<file path="src/design/ubm_pkg.sv">
package ubm_pkg;

  // Register indexes on the configuration port
  localparam int unsigned CFG_IDX_W = 3;
  localparam logic [CFG_IDX_W-1:0] CFG_QUARTER_BIT  = 3'd0;
  localparam logic [CFG_IDX_W-1:0] CFG_STANDBY_LOW  = 3'd1;
  localparam logic [CFG_IDX_W-1:0] CFG_STANDBY_HIGH = 3'd2;
  localparam logic [CFG_IDX_W-1:0] CFG_HEADER_LOW   = 3'd3;
  localparam logic [CFG_IDX_W-1:0] CFG_HEADER_BYTE  = 3'd4;
  localparam int unsigned CFG_DATA_W = 16;

  // Command codes
  localparam logic [2:0] CMD_NONE    = 3'd0;
  localparam logic [2:0] CMD_STANDBY = 3'd1;
  localparam logic [2:0] CMD_HEADER  = 3'd2;
  localparam logic [2:0] CMD_SEND    = 3'd3;
  localparam logic [2:0] CMD_RECEIVE = 3'd4;

  // Bit counter marks: data bits 0..7, master ack 8, slave ack 9
  localparam logic [3:0] BIT_LAST_DATA = 4'd7;
  localparam logic [3:0] BIT_MAK       = 4'd8;
  localparam logic [3:0] BIT_SAK       = 4'd9;

  localparam logic [7:0] BYTE_MSB = 8'h80;

  typedef enum logic [2:0] {
    PH_IDLE    = 3'd0,
    PH_STBY_LO = 3'd1,
    PH_STBY_HI = 3'd2,
    PH_HDR_LO  = 3'd3,
    PH_Q0      = 3'd4,
    PH_Q1      = 3'd5,
    PH_Q2      = 3'd6,
    PH_Q3      = 3'd7
  } phase_e;

  typedef struct packed {
    logic [2:0] command;
    logic [7:0] tx_byte;
    logic       mak_bit;
    logic       line_in;
  } ubm_in_t;

  typedef struct packed {
    logic       drive_enable;
    logic       drive_level;
    logic       busy_res;
    logic       done_res;
    logic [7:0] rx_byte;
    logic       slave_ack;
  } ubm_out_t;

  typedef struct packed {
    logic [15:0] quarter_bit_ticks;
    logic [15:0] standby_low_ticks;
    logic [15:0] standby_high_ticks;
    logic [15:0] header_low_ticks;
    logic [7:0]  header_byte;
  } ubm_cfg_t;

endpackage

</file>
<file path="src/design/ubm_seq.sv">
module ubm_seq (
  input  logic              clk_i,
  input  logic              rst_ni,
  input  logic              adv_i,
  input  ubm_pkg::ubm_in_t  item_i,
  input  ubm_pkg::ubm_cfg_t cfg_i,
  output ubm_pkg::ubm_out_t res_o
);

  ubm_pkg::phase_e phase_q, phase_d, ph_e;
  logic [15:0] tick_q, tick_d, tick_e;
  logic [3:0]  bit_q, bit_d, bit_e;
  logic [7:0]  shift_q, shift_d, shift_e;
  logic        fs_q, fs_d;
  logic        ack_q, ack_d;
  logic        rm_q, rm_d, rm_e;
  logic        mak_q, mak_d, mak_e;
  logic        hdr_q, hdr_d, hdr_e;
  logic [7:0]  rx_q, rx_d;
  logic [15:0] len;
  logic        last;
  logic        bitval;
  logic        en;
  logic        lvl;
  logic        done;
  logic [7:0]  shift_nx;

  // Start a new command when idle
  always_comb begin
    ph_e    = phase_q;
    tick_e  = tick_q;
    bit_e   = bit_q;
    shift_e = shift_q;
    rm_e    = rm_q;
    mak_e   = mak_q;
    hdr_e   = hdr_q;
    if (phase_q == ubm_pkg::PH_IDLE) begin
      tick_e = '0;
      unique case (item_i.command)
        ubm_pkg::CMD_STANDBY: ph_e = ubm_pkg::PH_STBY_LO;
        ubm_pkg::CMD_HEADER: begin
          ph_e    = ubm_pkg::PH_HDR_LO;
          shift_e = cfg_i.header_byte;
          rm_e    = 1'b0;
          mak_e   = 1'b1;
          hdr_e   = 1'b1;
          bit_e   = '0;
        end
        ubm_pkg::CMD_SEND: begin
          ph_e    = ubm_pkg::PH_Q0;
          shift_e = item_i.tx_byte;
          rm_e    = 1'b0;
          mak_e   = item_i.mak_bit;
          hdr_e   = 1'b0;
          bit_e   = '0;
        end
        ubm_pkg::CMD_RECEIVE: begin
          ph_e    = ubm_pkg::PH_Q0;
          shift_e = '0;
          rm_e    = 1'b1;
          mak_e   = item_i.mak_bit;
          hdr_e   = 1'b0;
          bit_e   = '0;
        end
        default: ;
      endcase
    end
  end

  // Line drive and segment length for the current phase
  always_comb begin
    en     = 1'b0;
    lvl    = 1'b0;
    bitval = 1'b1;
    len    = 16'd1;
    unique case (ph_e) inside
      ubm_pkg::PH_STBY_LO: begin
        en  = 1'b1;
        len = cfg_i.standby_low_ticks;
      end
      ubm_pkg::PH_STBY_HI: begin
        en  = 1'b1;
        lvl = 1'b1;
        len = cfg_i.standby_high_ticks;
      end
      ubm_pkg::PH_HDR_LO: begin
        en  = 1'b1;
        len = cfg_i.header_low_ticks;
      end
      ubm_pkg::PH_Q0, ubm_pkg::PH_Q1, ubm_pkg::PH_Q2, ubm_pkg::PH_Q3: begin
        len = cfg_i.quarter_bit_ticks;
        if (bit_e < ubm_pkg::BIT_MAK) begin
          bitval = rm_e ? 1'b1 : ((shift_e & ubm_pkg::BYTE_MSB) != 8'h00);
          en     = !rm_e;
        end else if (bit_e == ubm_pkg::BIT_MAK) begin
          bitval = mak_e;
          en     = 1'b1;
        end
        // inverted bit in the first half, true bit in the second
        if (en) begin
          lvl = (ph_e == ubm_pkg::PH_Q0 || ph_e == ubm_pkg::PH_Q1) ? !bitval : bitval;
        end
      end
      default: ;
    endcase
  end

  // A zero length compares as one tick
  assign last = ({1'b0, tick_e} + 17'd1) >= {1'b0, len};
  assign shift_nx = {shift_e[6:0], (rm_e ? fs_q : 1'b0)};

  // Advance the sequencer by one tick
  always_comb begin
    phase_d = ph_e;
    tick_d  = tick_e;
    bit_d   = bit_e;
    shift_d = shift_e;
    rm_d    = rm_e;
    mak_d   = mak_e;
    hdr_d   = hdr_e;
    fs_d    = fs_q;
    ack_d   = ack_q;
    rx_d    = rx_q;
    done    = 1'b0;
    if (ph_e != ubm_pkg::PH_IDLE) begin
      if (!last) begin
        tick_d = tick_e + 16'd1;
      end else begin
        tick_d = '0;
        unique case (ph_e)
          ubm_pkg::PH_STBY_LO: phase_d = ubm_pkg::PH_STBY_HI;
          ubm_pkg::PH_STBY_HI: begin
            phase_d = ubm_pkg::PH_IDLE;
            done    = 1'b1;
          end
          ubm_pkg::PH_HDR_LO: begin
            phase_d = ubm_pkg::PH_Q0;
            bit_d   = '0;
          end
          ubm_pkg::PH_Q0: begin
            fs_d    = item_i.line_in;
            phase_d = ubm_pkg::PH_Q1;
          end
          ubm_pkg::PH_Q1: phase_d = ubm_pkg::PH_Q2;
          ubm_pkg::PH_Q2: begin
            fs_d    = !fs_q && item_i.line_in;
            phase_d = ubm_pkg::PH_Q3;
          end
          ubm_pkg::PH_Q3: begin
            if (bit_e < ubm_pkg::BIT_MAK) begin
              shift_d = shift_nx;
              if (bit_e == ubm_pkg::BIT_LAST_DATA && rm_e) begin
                rx_d = shift_nx;
              end
            end
            if (bit_e >= ubm_pkg::BIT_SAK) begin
              if (!hdr_e) begin
                ack_d = fs_q;
              end
              phase_d = ubm_pkg::PH_IDLE;
              done    = 1'b1;
            end else begin
              bit_d   = bit_e + 4'd1;
              phase_d = ubm_pkg::PH_Q0;
            end
          end
          default: ;
        endcase
      end
    end
  end

  // Hold state between ticks
  always_ff @(posedge clk_i or negedge rst_ni) begin
    if (!rst_ni) begin
      phase_q <= ubm_pkg::PH_IDLE;
      tick_q  <= '0;
      bit_q   <= '0;
      shift_q <= '0;
      fs_q    <= 1'b0;
      ack_q   <= 1'b0;
      rm_q    <= 1'b0;
      mak_q   <= 1'b0;
      hdr_q   <= 1'b0;
      rx_q    <= '0;
    end else if (adv_i) begin
      phase_q <= phase_d;
      tick_q  <= tick_d;
      bit_q   <= bit_d;
      shift_q <= shift_d;
      fs_q    <= fs_d;
      ack_q   <= ack_d;
      rm_q    <= rm_d;
      mak_q   <= mak_d;
      hdr_q   <= hdr_d;
      rx_q    <= rx_d;
    end
  end

  assign res_o.drive_enable = en;
  assign res_o.drive_level  = lvl;
  assign res_o.busy_res     = (ph_e != ubm_pkg::PH_IDLE);
  assign res_o.done_res     = done;
  assign res_o.rx_byte      = rx_d;
  assign res_o.slave_ack    = ack_d;

endmodule

</file>
<file path="src/design/unio_bus_master.sv">
// Single-wire Manchester bus master, one tick per transfer.
// A tick is held in the input register, then its result in the result register.
// Throughput: one tick per cycle while out_ready_i takes each result;
// the sequencer step sits between the two registers.
// Reset: asynchronous, active low; sequencer idle, configuration at defaults.
module unio_bus_master (
  input  logic                                clk_i,
  input  logic                                rst_ni,
  input  logic                                in_valid_i,
  output logic                                in_ready_o,
  input  ubm_pkg::ubm_in_t                    in_data_i,
  output logic                                out_valid_o,
  input  logic                                out_ready_i,
  output ubm_pkg::ubm_out_t                   out_data_o,
  input  logic                                cfg_we_i,
  input  logic [ubm_pkg::CFG_IDX_W-1:0]       cfg_idx_i,
  input  logic [ubm_pkg::CFG_DATA_W-1:0]      cfg_data_i
);

  ubm_pkg::ubm_cfg_t cfg_q;
  ubm_pkg::ubm_in_t  in_q;
  logic              in_vld_q;
  ubm_pkg::ubm_out_t res;
  ubm_pkg::ubm_out_t out_q;
  logic              out_vld_q;
  logic              move;

  // Configuration registers
  always_ff @(posedge clk_i or negedge rst_ni) begin
    if (!rst_ni) begin
      cfg_q.quarter_bit_ticks  <= 16'd5;
      cfg_q.standby_low_ticks  <= 16'd10;
      cfg_q.standby_high_ticks <= 16'd600;
      cfg_q.header_low_ticks   <= 16'd5;
      cfg_q.header_byte        <= 8'h55;
    end else if (cfg_we_i) begin
      unique case (cfg_idx_i)
        ubm_pkg::CFG_QUARTER_BIT:  cfg_q.quarter_bit_ticks  <= cfg_data_i;
        ubm_pkg::CFG_STANDBY_LOW:  cfg_q.standby_low_ticks  <= cfg_data_i;
        ubm_pkg::CFG_STANDBY_HIGH: cfg_q.standby_high_ticks <= cfg_data_i;
        ubm_pkg::CFG_HEADER_LOW:   cfg_q.header_low_ticks   <= cfg_data_i;
        ubm_pkg::CFG_HEADER_BYTE:  cfg_q.header_byte        <= cfg_data_i[7:0];
        default: ;
      endcase
    end
  end

  // Step the held tick when the result register can take it
  assign move       = in_vld_q && (!out_vld_q || out_ready_i);
  assign in_ready_o = !in_vld_q || move;

  // Input register
  always_ff @(posedge clk_i or negedge rst_ni) begin
    if (!rst_ni) begin
      in_vld_q <= 1'b0;
    end else if (in_ready_o) begin
      in_vld_q <= in_valid_i;
    end
  end

  always_ff @(posedge clk_i) begin
    if (in_valid_i && in_ready_o) begin
      in_q <= in_data_i;
    end
  end

  ubm_seq u_seq (
    .clk_i  (clk_i),
    .rst_ni (rst_ni),
    .adv_i  (move),
    .item_i (in_q),
    .cfg_i  (cfg_q),
    .res_o  (res)
  );

  // Result register
  always_ff @(posedge clk_i or negedge rst_ni) begin
    if (!rst_ni) begin
      out_vld_q <= 1'b0;
    end else if (move) begin
      out_vld_q <= 1'b1;
    end else if (out_ready_i) begin
      out_vld_q <= 1'b0;
    end
  end

  always_ff @(posedge clk_i) begin
    if (move) begin
      out_q <= res;
    end
  end

  assign out_valid_o = out_vld_q;
  assign out_data_o  = out_q;

endmodule

</file>
<file path="config.mk">
export PLATFORM = sky130hd
export DESIGN_NAME = unio_bus_master
export DESIGN_NICKNAME = d
export VERILOG_FILES = /design/src/design/ubm_pkg.sv /design/src/design/ubm_seq.sv /design/src/design/unio_bus_master.sv
export SDC_FILE = /design/constraint.sdc
export NUM_CORES = 1
export LEC_CHECK = 0
export ABC_CLOCK_PERIOD_IN_PS = 4800
export BUFFER_PORTS_ARGS = -buffer_cell sky130_fd_sc_hd__buf_4
export CORE_ASPECT_RATIO = 2
export CORE_UTILIZATION = 60
export CTS_CLUSTER_DIAMETER = 100
export DETAILED_ROUTE_END_ITERATION = 8
export PLACE_DENSITY = 0.78
export RECOVER_POWER = 50
export SETUP_SLACK_MARGIN = 0.4
export SLEW_MARGIN = 20
export SYNTH_ARGS = -nofsm -noshare
export SYNTH_HDL_FRONTEND = slang
export SYNTH_SLANG_ARGS = --single-unit
</file>
<file path="constraint.sdc">
create_clock -name clk_i -period 4.8 [get_ports clk_i]
set_input_delay 0 -clock clk_i [delete_from_list [all_inputs] [get_ports clk_i]]
set_output_delay 0 -clock clk_i [all_outputs]
set_load 0.05 [all_outputs]
</file>
After elaboration in Yosys (flattened, before gate mapping)
Cells that the tools add are included.
{"block": "op_classes", "add_sub_neg": 3, "order_cmp": 3, "eq_ne": 17, "mux": 55, "reduce_logical": 29}
{"op": "8-bit two-way mux", "n": 10}
{"op": "16-bit one-hot mux with 4 select lines", "n": 1}
{"op": "16-bit two-way mux", "n": 3}
{"op": "8-bit one-hot mux with 3 select lines", "n": 1}
{"op": "1-bit two-way mux", "n": 21}
{"op": "3-bit one-hot mux with 7 select lines", "n": 1}
{"op": "4-bit two-way mux", "n": 5}
{"op": "3-bit by 2-bit == test with 1-bit output (second input constant)", "n": 6}
{"op": "3-bit == test (second input constant)", "n": 6}
{"op": "16-bit by 1-bit adder with 17-bit output (second input constant)", "n": 1}
{"op": "17-bit by 16-bit >= comparator with 1-bit output", "n": 1}
{"op": "16-bit by 1-bit adder with 16-bit output (second input constant)", "n": 1}
{"op": "1-bit one-hot mux with 2 select lines", "n": 7}
{"op": "3-bit two-way mux", "n": 4}
{"op": "2-bit AND reduction", "n": 6}
{"op": "3-bit by 1-bit == test with 1-bit output (second input constant)", "n": 3}
{"op": "3-bit one-hot mux with 3 select lines", "n": 1}
{"op": "4-bit one-hot mux with 2 select lines", "n": 1}
{"op": "3-bit zero test", "n": 2}
{"op": "3-bit OR reduction", "n": 2}
{"op": "1-bit zero test", "n": 5}
{"op": "4-bit by 1-bit adder with 4-bit output (second input constant)", "n": 1}
{"op": "4-bit by 3-bit == test with 1-bit output (second input constant)", "n": 1}
{"op": "4-bit == test (second input constant)", "n": 1}
{"op": "other kinds (9)", "n": 16}
{"block": "totals", "ff_bits": 144, "input_bits": 37, "output_inout_bits": 15, "wordCells": 134}

Logic depth before layout (Yosys ltp)
Gate-level depths: netlist of the first run.
{"block": "logic_depth", "ltp_word": 12, "ltp_mapped": 20, "ltp_nobuf": 16}

Modules after synthesis
From an unflattened synthesis of the first run, not the netlist that was laid out.
{"block": "hier_totals", "cells_unflattened": 603, "hier_area_um2": 7302.0}
{"module": "ubm_seq", "instances": 1, "cells_each": 413, "area_each_um2": 3652.3, "seq_area_each_um2": 1101.1}
{"module": "unio_bus_master", "instances": 1, "cells_each": 190, "area_each_um2": 3649.8, "seq_area_each_um2": 2650.0}

Least setup slack after synthesis of the first run
No wires, ideal clock.
{"block": "synth_path", "path_kind": "reg2reg", "start": "register u_seq.phase_q[1]", "end": "register out_q, in the netlist out_data_o[3] (data pin)", "setup_time_ps": 262, "arrival_ps": 4063, "required_time_ps": 4538, "setup_slack_ps": 475, "path_stages_with_launch": 19, "n_path_buf": 3, "synth_period_minus_slack_ps": 4325, "path_cell_list": "dfrtp_1 or3_1 buf_2 clkbuf_1 and2_1 ha_1 and4_1 nor3b_4 nand3_1 xor2_1 nor2_1 ha_1 and4_1 nand4_1 a211oi_1 nor4_4 or3_1 buf_6 mux2_1"}
{"item": "start: declaration", "line_no": "ubm_seq.sv:10", "source": "ubm_pkg::phase_e phase_q, phase_d, ph_e;"}
{"item": "start signal: assignment", "line_no": "ubm_seq.sv:176", "source": "phase_q <= ubm_pkg::PH_IDLE;"}
{"item": "start signal: assignment", "line_no": "ubm_seq.sv:187", "source": "phase_q <= phase_d;"}
{"item": "end signal: assignment", "line_no": "unio_bus_master.sv:89", "source": "out_q <= res;"}
{"item": "end: declaration", "line_no": "unio_bus_master.sv:24", "source": "ubm_pkg::ubm_out_t out_q;"}

Final worst setup path of the first run
{"block": "layout_path", "start": "register in_q[12] (netlist name)", "end": "register u_seq.rx_q[0]"}
{"block": "layout_via", "elab_chain_cells": 11, "elab_cells_between_ends": 33, "cone_classes": "2 x order compare; 12 x eq/ne; 13 x mux; 6 x reduce/logical"}
{"item": "start: declaration", "line_no": "unio_bus_master.sv:21", "source": "ubm_pkg::ubm_in_t in_q;"}
{"item": "start signal: assignment", "line_no": "unio_bus_master.sv:63", "source": "in_q <= in_data_i;"}
{"item": "parallel branches: the longest is 10 deep, another holds 17-bit by 16-bit >= comparator with 1-bit output"}
{"item": "8-bit two-way mux (*)", "line_no": "ubm_seq.sv:125", "source": "if (ph_e != ubm_pkg::PH_IDLE) begin"}
{"item": "end signal: assignment", "line_no": "ubm_seq.sv:196", "source": "rx_q <= rx_d;"}
{"item": "end: declaration", "line_no": "ubm_seq.sv:19", "source": "logic [7:0] rx_q, rx_d;"}
Every way passes the cells marked *.
A chain may end at the register's enable or synchronous reset.

==> results of run 1 <==
## sequential cells by signal, indices dropped and copies added, names as in the netlist
signal and count:
u_seq.rx_q 8, u_seq.bit_q 4, cfg_q 72, u_seq.rm_q 1
in_vld_q 1, u_seq.tick_q 16, u_seq.mak_q 1, u_seq.hdr_q 1
out_data_o 13, u_seq.fs_q 1, in_q 13, u_seq.shift_q 8
u_seq.phase_q 3, u_seq.ack_q 1, out_valid_o 1
## per-stage QoR
step / setup slack [ps] / utilization / hold WS (ps) / instances
CTS: 464 / 0.742 / 178 / 856
global route: 403 / 0.735 / 208 / 856
finish: 592 / 0.735 / 197 / 856
floorplan: 475 / - / -296 / 605
detailed placement: 271 / 0.667 / 83.8 / 790
global placement: 345 / 0.667 / 79.3 / 790
## cells in the mapped netlist (3+ instances only)
master / count
a211oi_1: 4
a21boi_0: 15
a21o_1: 8
a21oi_1: 13
a221o_1: 3
a222oi_1: 15
a22o_1: 13
a31oi_1: 4
and2_1: 4
and3_1: 6
and4_1: 5
buf_2: 7
buf_4: 3
clkbuf_1: 21
dfrtp_1: 104
dfstp_2: 14
edfxtp_1: 26
ha_1: 21
inv_1: 9
mux2_1: 6
mux2_2: 84
mux2i_1: 26
nand2_1: 42
nand2b_1: 6
nand3_1: 9
nand4_1: 6
nand4b_1: 3
nor2_1: 24
nor3_1: 12
o21a_1: 3
o21ai_0: 13
o31ai_1: 6
o32ai_1: 3
or3_1: 4
xnor2_1: 7
xor2_1: 10
## layer usage
layer	part of all wire	GRT usage	vias up
li1	-	-	2483
met1	0.35	0.331	2743
met2	0.56	0.546	184
met3	0.043	0.0653	63
met4	0.043	0.160	0
met5	0	0	-
## power breakdown
part | leakage (nW) | internal [mW] | switching, mW
sequential | 1.69 | 1.49 | 0.141
clock | 0.259 | 0.678 | 0.554
combinational | 1.86 | 0.621 | 0.835
total | 3.82 | 2.79 | 1.53
## cell type report
class	count	area, sq um	share of cell area
clock buffers	18	429	0.0485
clock inverters	14	125	0.0141
inverters	10	37.5	0.00424
multi-input cells	417	3500	0.396
flip-flops and latches	144	3750	0.424
well taps	147	184	0.0208
repair buffers	106	825	0.0931
## timing repair
item	4_1_cts	5_1_grt
resized for setup	2	3
buffers inserted	1	0
endpoints found under the hold margin	140	0
hold buffers	33	0
pin swaps	1	2
endpoints found under the setup margin	16	34
## tightest hold or removal path: cells and delay by family
family	cells	cell delay, ps
buffers and inverters	1	120
muxes	1	280
and+or+nand+nor	1	190
## final timing paths
| check | start | endpoint | slack, ps | cells after the start |
|---|---|---|---|---|
| worst min-delay path | cfg_idx_i[0] | cfg_q[1]$_DFFE_PN0P_ | 200 | 3 |
| worst min register to register | cfg_q[20]$_DFFE_PN0P_ | cfg_q[20]$_DFFE_PN0P_ | 500 | 1 |
| min in group asynchronous | rst_ni | u_seq.bit_q[0]$_DFFE_PN0P_ | 1090 | 2 |
| max in group asynchronous | rst_ni | cfg_q[46]$_DFFE_PN0P_ | 1660 | 3 |
| worst max register to register | in_q[12]$_DFFE_PP_ | u_seq.rx_q[0]$_DFFE_PN0P_ | 590 | 15 |
| worst max-delay path | in_q[12]$_DFFE_PP_ | u_seq.rx_q[0]$_DFFE_PN0P_ | 590 | 15 |
## cells by family (layout without fill, tap and decap cells)
family                   after synthesis  in the layout  synth area share
flip-flops                           144            144             0.507
AND/OR/NAND/NOR                      142            142             0.112
AO/OA/AOI/OAI                        119            119             0.124
multiplexers                         118            118             0.176
buffers and inverters                 44            148            0.0260
adder cells (fa/ha/maj)               21             21            0.0355
XOR/XNOR                              17             17            0.0201
==> results.yml, run 1 <==
grt:
  grt_max_degree: 65
  grt_pass1_vias: 5723
  grt.total_usage: 0.308
  antenna_found_initial: 0
  overflow: 0
  grt_pass1_wl_um: 29500
flow_run:
  cap_violations: 1
worst_setup_path:
  critPathRequiredTime_ps: 5100
  slowest_stage: "edfxtp_1"
  critPathMaxStageDelay_ps: 510
  cpLargestDelayFamily: "compound AO/OA/AOI/OAI gates"
  crit_path_max_fanout: 27
  path_class: "reg2reg"
  cp.arrival_ps: 4510
  crit_path_start_kind: "register"
  crit_path_end_kind: "register"
  cp_num_buf_inv: 3
  cp_cell_sequence: "nor3b_4 -> a21o_1 -> a21o_1 -> buf_12 -> a222oi_1 -> a21boi_0 -> ha_1 -> a21oi_1 -> a2bb2oi_1 -> a21oi_1 -> nor4_4 -> buf_12 -> nor4b_4 -> buf_6 -> mux2_2"
timing:
  fin_setup_tns_ps: 0
  rsz0062_at_grt: "false"
  worst_pin_slew_ps: 2960
  fin_skew_ps: 11.9
  maxSlewHeadroom: -0.971
  maxSlewViolCount: 56
  fin_crit_ps: 4210
  finalHoldViolations: 0
  fmaxAchievable_mhz: 238
  setup_viol: 0
  fin_crit_sh: 0.877
clock_tree:
  cts_buffers: 17
  insertion_delay_ps: 420
  root_buffer: "clkbuf_16"
  htree_levels: 4
  clk_pin_slew_ps: 70
  tritoncts: "done"
  clk_path_buf_depth: 2
  cts_sinks: 144
synth:
  async_flop_share: 0.819
  synth_cell_type_count: 72
  synth_area_leaders: "dfrtp_1 35%, mux2_2 13%, edfxtp_1 11%, dfstp_2 5.0%, ha_1 3.5%"
  synth_top_cell_by_area: "dfrtp_1"
  yosysWarnings: 0
  synthesis.nets: 663
  synthDominantCellAreaShare: 0.352
  ys_seq_area_frac: 0.507
  syn_inst: 605
  synthesis.area_sq_um: 7400
  synth_ff_type: "dfrtp_1"
  ys_ff_latch: 144
  synth-edff-count: 26
  syn_area_per_cell_sq_um: 12.2
finish:
  n_antenna_cell: 0
  nets: 754
  mostFrequentLayoutCells: "104 x dfrtp_1, 81 x mux2_2, 42 x nand2_1"
  n_fill_cell: 789
  design_area_sq_um: 8860
  final_common_cell: "dfrtp_1"
  area_growth_pct: 19.6
  drive_gt1_frac: 0.278
detailed_routing:
  wl_per_cell_um: 21.4
  vias_per_cell: 6.39
  drt-initial-drc-count: 355
  dr.pass1.iters: 5
  via_count: 5473
  drc: 0
  ant_nets: 0
  wl_um: 18300
outcome:
  violations: "max-capacitance violations, max-slew violations"
  status: "complete, but fails checks"
placement:
  gp_congestion: 0.967
  dpl.hpwl_um: 12500
  postPlaceCellArea_sq_um: 8040
  port_buffers: 51
floorplanning:
  die-area_sq_um: 12800
  coreArea_sq_um: 12100
  initial_utilization: 0.614
  die-height_um: 159
  fp-row-count: 57
  num_io_pins: 52
  die_width_um: 80.5
power_and_ir_drop:
  powerDensity_nw_per_um2: 488
  finalPower_mw: 4.32
  leakagePower_nw: 3.82
  irDropWorstVdd_mv: 0.350
worst_hold_path:
  holdCritPathClass: "in2reg"
(Power assumes the default switching activity.)
==> inputs of run 2 (changes only) <==
- ABC_CLOCK_PERIOD_IN_PS: 4800 -> 3900
- clock period: 4.8 -> 3.9 ns (I/O delays scaled with it)
==> results.yml, run 2 (synthesis results as in run 1) <==
timing:
  fin_crit_sh: 1.05
  finalHoldViolations: 0
  rsz0062_at_grt: "true"
  maxSlewViolCount: 81
  fin_crit_ps: 4100
  fin_setup_tns_ps: -6990
  maxSlewHeadroom: -0.391
  worst_pin_slew_ps: 2090
  setup_viol: 46
  fmaxAchievable_mhz: 244
  postLayoutSetupSlackWorst_ps: -203
  fin_skew_ps: 16.3
detailed_routing:
  vias_per_cell: 6.69
  drc: 0
  dr.pass1.iters: 5
  wl_um: 22700
  via_count: 6222
  wl_per_cell_um: 24.4
  drt-initial-drc-count: 568
  ant_nets: 0
worst_hold_path:
  holdCritPathClass: "in2reg"
  min_path_cells: 3
worst_setup_path:
  crit_path_max_fanout: 11
  critPathRequiredTime_ps: 4250
  path_depth: 18
  cp_cell_sequence: "nor2b_4 -> a21o_1 -> a21o_1 -> buf_12 -> a222oi_1 -> a21boi_2 -> buf_4 -> ha_1 -> a21o_1 -> a211oi_2 -> buf_4 -> a211oi_4 -> nor4_4 -> buf_6 -> buf_6 -> and3_4 -> buf_12 -> a22o_1"
  crit_top_cell: "a21o_1"
  critPathMaxStageDelay_ps: 460
  crit_path_end_kind: "register"
  crit_path_start_kind: "register"
  r2r_cells: 18
  cp_num_buf_inv: 6
  cp.arrival_ps: 4450
  path_class: "reg2reg"
  cpLargestDelayFamily: "compound AO/OA/AOI/OAI gates"
  slowest_stage: "edfxtp_1"
clock_tree:
  cts_buffers: 17
  insertion_delay_ps: 430
  cts_sinks: 144
  tritoncts: "done"
  htree_levels: 4
  root_buffer: "clkbuf_16"
  clk_path_buf_depth: 2
  clk_pin_slew_ps: 70
grt:
  grt_max_degree: 81
  overflow: 0
  grt.busiest_layer: "met2"
  met3_usage: 0.0630
  grt_pass1_wl_um: 33800
  antenna_found_initial: 1
  grtUsageMet1: 0.355
  grt_pass1_vias: 6609
  grt.total_usage: 0.356
  use_met2: 0.634
finish:
  drive_gt1_frac: 0.434
  reg_top3: "cfg_q: 72 flops, u_seq.tick_q: 16 flops"
  largest_register_ffs: 72
  nets: 827
  mostFrequentLayoutCells: "104 x dfrtp_1, 100 x buf_4, 74 x mux2_2"
  top_register: "cfg_q"
  fin_util: 0.828
  final_common_cell: "dfrtp_1"
  area_growth_pct: 34.7
floorplanning:
  coreArea_sq_um: 12100
  die-height_um: 159
  initial_utilization: 0.614
  die-area_sq_um: 12800
  die_width_um: 80.5
  num_io_pins: 52
  fp-row-count: 57
power_and_ir_drop:
  irDropWorstVdd_mv: 0.531
  leakagePower_nw: 4.37
  powerDensity_nw_per_um2: 640
flow_run:
  cap_violations: 1
outcome:
  violations: "max-capacitance violations, max-slew violations, negative setup slack"
  status: "complete, but fails checks"
placement:
  gp_congestion: 0.941
  port_buffers: 51
  dpl.hpwl_um: 13100
-- run 2: cell types whose count changed in the layout (fill, tap and decap cells not counted), sizes merged --
| cell | before | now |
|---|---|---|
| buf | 40 | 127 |
| clkbuf | 51 | 37 |
| clkinvlp | 4 | 1 |
| inv | 15 | 18 |
| bufbuf | 0 | 1 |
| clkinv | 5 | 4 |
| diode | 0 | 1 |
-- run 2: worst register-to-register path: stages (launching register included) --
cell	delay [ps]
edfxtp_1	460
nor2b_4	170
a21o_1	160
a21o_1	230
buf_12	180
a222oi_1	370
a21boi_2	220
buf_4	120
ha_1	240
a21o_1	180
a211oi_2	290
buf_4	220
a211oi_4	80
nor4_4	290
buf_6	200
buf_6	120
and3_4	190
buf_12	140
a22o_1	180
-- run 2: final cells by class --
class                      count  area (sq um)
timing repair buffer         179          1590
clock inverter                13           133
antenna                        1          2.50
clock buffer                  19           464
sequential                   144          3750
tap                          147           184
inverter                      10          37.5
multi-input combinational    417          3820
fill                         582          2080
-- run 2: worst paths after layout --
kind | startpoint | to | slack (ps)
max | in_q[11]$_DFFE_PP_ | u_seq.tick_q[8]$_DFFE_PN0P_ | -200
min | cfg_idx_i[1] | cfg_q[7]$_DFFE_PN0P_ | 150
max reg2reg | in_q[11]$_DFFE_PP_ | u_seq.tick_q[8]$_DFFE_PN0P_ | -200
min reg2reg | in_vld_q$_DFFE_PN0N_ | out_valid_o$_DFFE_PN0P_ | 500
max in group asynchronous | rst_ni | cfg_q[56]$_DFFE_PN1P_ | 1710
min in group asynchronous | rst_ni | u_seq.bit_q[1]$_DFFE_PN0P_ | 680
-- run 2: metal layers --
metal,wire length [um],part of all wire
met1,7430,0.33
met3,1390,0.061
met4,1880,0.082
met5,0,0
met2,12000,0.53
-- run 2: power by group --
part	leakage [nW]	internal (mW)	switching, mW
Clock	0.293	0.907	0.742
Sequential	1.69	1.83	0.201
Combinational	2.38	1.26	1.44
Total	4.37	4.00	2.39
-- run 2: repair_timing --
| action | in CTS | in global routing |
|---|---|---|
| gates cloned | 1 | 0 |
| endpoints found under the hold margin | 166 | 0 |
| resized for setup | 55 | 25 |
| setup endpoints to repair | 51 | 51 |
| pin swaps | 28 | 17 |
| hold buffers | 33 | 0 |
| buffers inserted | 21 | 10 |
-- run 2: per-stage QoR --
stage,hold slack [ps],power [mW],instance area [sq um],setup WS [ps],cells
after floorplan,-296,3.24,7540,-113,605
after global placement,180,4.02,8510,-27.2,832
after detailed placement,179,4.11,8510,-156,832
after CTS,162,6.02,9850,23.8,919
after global routing,170,6.58,9980,-326,930
final,149,6.39,9980,-203,930
==> inputs of run 3 (changes only) <==
- CELL_PAD_IN_SITES_DETAIL_PLACEMENT: unset -> 0
- CELL_PAD_IN_SITES_GLOBAL_PLACEMENT: unset -> 1
- CORE_UTILIZATION: 60 -> 50
- PLACE_DENSITY: 0.78 -> 0.8
- SLEW_MARGIN: 20 -> unset
==> results.yml, run 3 (synthesis results as in run 1) <==
outcome:
  status: "complete, but fails checks"
  violations: "max-capacitance violations, max-slew violations, negative setup slack"
finish:
  drive_gt1_frac: 0.394
  area_growth_pct: 33.1
  reg_top3: "cfg_q: 72 flops, u_seq.tick_q: 16 flops"
  largest_register_ffs: 72
  design_area_sq_um: 9860
  n_fill_cell: 1079
  mostFrequentLayoutCells: "104 x dfrtp_1, 85 x buf_4, 76 x mux2_2"
  seqCellArea_sq_um: 3750
  final_common_cell: "dfrtp_1"
  nets: 822
  multi_input_area_sq_um: 3720
  top_register: "cfg_q"
  n_antenna_cell: 0
placement:
  port_buffers: 51
  dpl.hpwl_um: 13700
  postPlaceCellArea_sq_um: 8580
  gp_congestion: 0.880
detailed_routing:
  drt-initial-drc-count: 303
  drc: 0
  vias_per_cell: 5.96
  via_count: 5779
  wl_um: 20100
  ant_nets: 0
  wl_per_cell_um: 20.7
  dr.pass1.iters: 5
power_and_ir_drop:
  p_seq_frac: 0.330
  leakagePower_nw: 4.28
  p_sw_mw: 2.11
  p_comb_frac: 0.388
  irDropWorstVdd_mv: 0.390
  intPower_mw: 3.97
  swShare: 0.347
  powerDensity_nw_per_um2: 616
  clkPwrFrac: 0.283
floorplanning:
  die-area_sq_um: 15300
  coreArea_sq_um: 14400
  num_io_pins: 52
  initial_utilization: 0.513
  die_width_um: 88.0
  die-height_um: 174
  fp-row-count: 62
grt:
  use_met2: 0.508
  met3_usage: 0.0399
  grt.total_usage: 0.278
  grt.busiest_layer: "met2"
  grt_pass1_wl_um: 32100
  antenna_found_initial: 0
  grtUsageMet1: 0.288
  grt_max_degree: 84
  grt_pass1_vias: 6393
  overflow: 0
timing:
  postLayoutSetupSlackWorst_ps: -92.6
  fin_crit_sh: 1.02
  setup_viol: 17
  fin_skew_ps: 13.4
  rsz0062_at_grt: "true"
  fin_crit_ps: 3990
  fmaxAchievable_mhz: 250
  worst_pin_slew_ps: 2180
  maxSlewHeadroom: -0.456
  hold_ws_ps: 138
  finalHoldViolations: 0
  maxSlewViolCount: 84
clock_tree:
  cts_sinks: 144
  cts_buffers: 17
  root_buffer: "clkbuf_16"
  clk_pin_slew_ps: 70
  clk_path_buf_depth: 2
  tritoncts: "done"
  htree_levels: 4
  insertion_delay_ps: 420
worst_hold_path:
  min_from: "cfg_idx_i[1]"
  holdCritPathClass: "in2reg"
worst_setup_path:
  critPathRequiredTime_ps: 4060
  crit_path_start_kind: "register"
  r2r_start: "u_seq.phase_q[1]$_DFFE_PN0P_"
  critPathLaunch: "u_seq.phase_q[1]$_DFFE_PN0P_"
  crit_path_max_fanout: 8
  crit_path_end_kind: "register"
  cp.arrival_ps: 4150
  path_class: "reg2reg"
flow_run:
  cap_violations: 1
run 3: final timing paths:
kind | to | slack [ps] | cells after the start
worst min-delay path | cfg_q[3]$_DFFE_PN0P_ | 140 | 3
max in group asynchronous | cfg_q[41]$_DFFE_PN1P_ | 1660 | 3
worst min register to register | cfg_q[17]$_DFFE_PN0P_ | 500 | 1
worst max register to register | out_data_o[8]$_DFFE_PP_ | -90 | 17
min in group asynchronous | u_seq.bit_q[1]$_DFFE_PN0P_ | 760 | 2
worst max-delay path | out_data_o[8]$_DFFE_PP_ | -90 | 17
run 3: what timing repair did:
| action | in CTS | in global routing |
|---|---|---|
| hold endpoints to repair | 168 | 0 |
| hold buffers | 33 | 0 |
| pin swaps | 28 | 12 |
| cloned | 1 | 0 |
| endpoints found under the setup margin | 51 | 51 |
| gates resized for setup | 41 | 16 |
| buffers inserted | 20 | 4 |
run 3: area by class of cell:
class	count	share of cell area
repair buffers	174	0.151
clock inverters	13	0.0168
inverters	10	0.00381
flip-flops and latches	144	0.381
clock buffers	19	0.0461
well taps	192	0.0244
multi-input cells	417	0.377
run 3: routing by layer:
layer  up-vias  wire [um]
li1       2619          -
met1      2927       7150
met2       169      11300
met3        64        606
met4         0       1030
met5         -          0
run 3: per-stage QoR:
step / setup WS [ps] / util / std cells / total power, mW / setup TNS (ps)
final: -92.6 / 0.683 / 969 / 6.07 / -877
after global placement: -299 / 0.595 / 879 / 4.07 / -8830
after detailed placement: -295 / 0.595 / 879 / 4.15 / -9150
after global routing: -227 / 0.683 / 969 / 6.35 / -6180
after CTS: -69.5 / 0.685 / 965 / 6.06 / -443
after floorplan: -113 / - / 605 / 3.24 / -1360
run 3: power by group through the flow:
stage | Sequential (mW) | Combinational, mW | Clock, mW
6_report | 2.00 | 2.35 | 1.72
5_1_grt | 2.03 | 2.52 | 1.80
4_1_cts | 1.99 | 2.33 | 1.73
3_5_place_dp | 2.02 | 2.13 | 0
3_3_place_gp | 2.00 | 2.07 | 0
2_1_floorplan | 2.03 | 1.21 | 0
run 3: critical path, stage by stage (launching register included):
cell and delay (ps):
dfrtp_1 380, or3_4 430, and2_4 160, ha_4 150
and4_1 160, buf_4 140, nand4_1 90, xor2_1 150
nor2_1 80, ha_1 310, buf_4 150, a221oi_4 290
buf_4 160, o2bb2ai_2 70, nor4_4 380, or3_4 200
buf_12 130, mux2_4 300
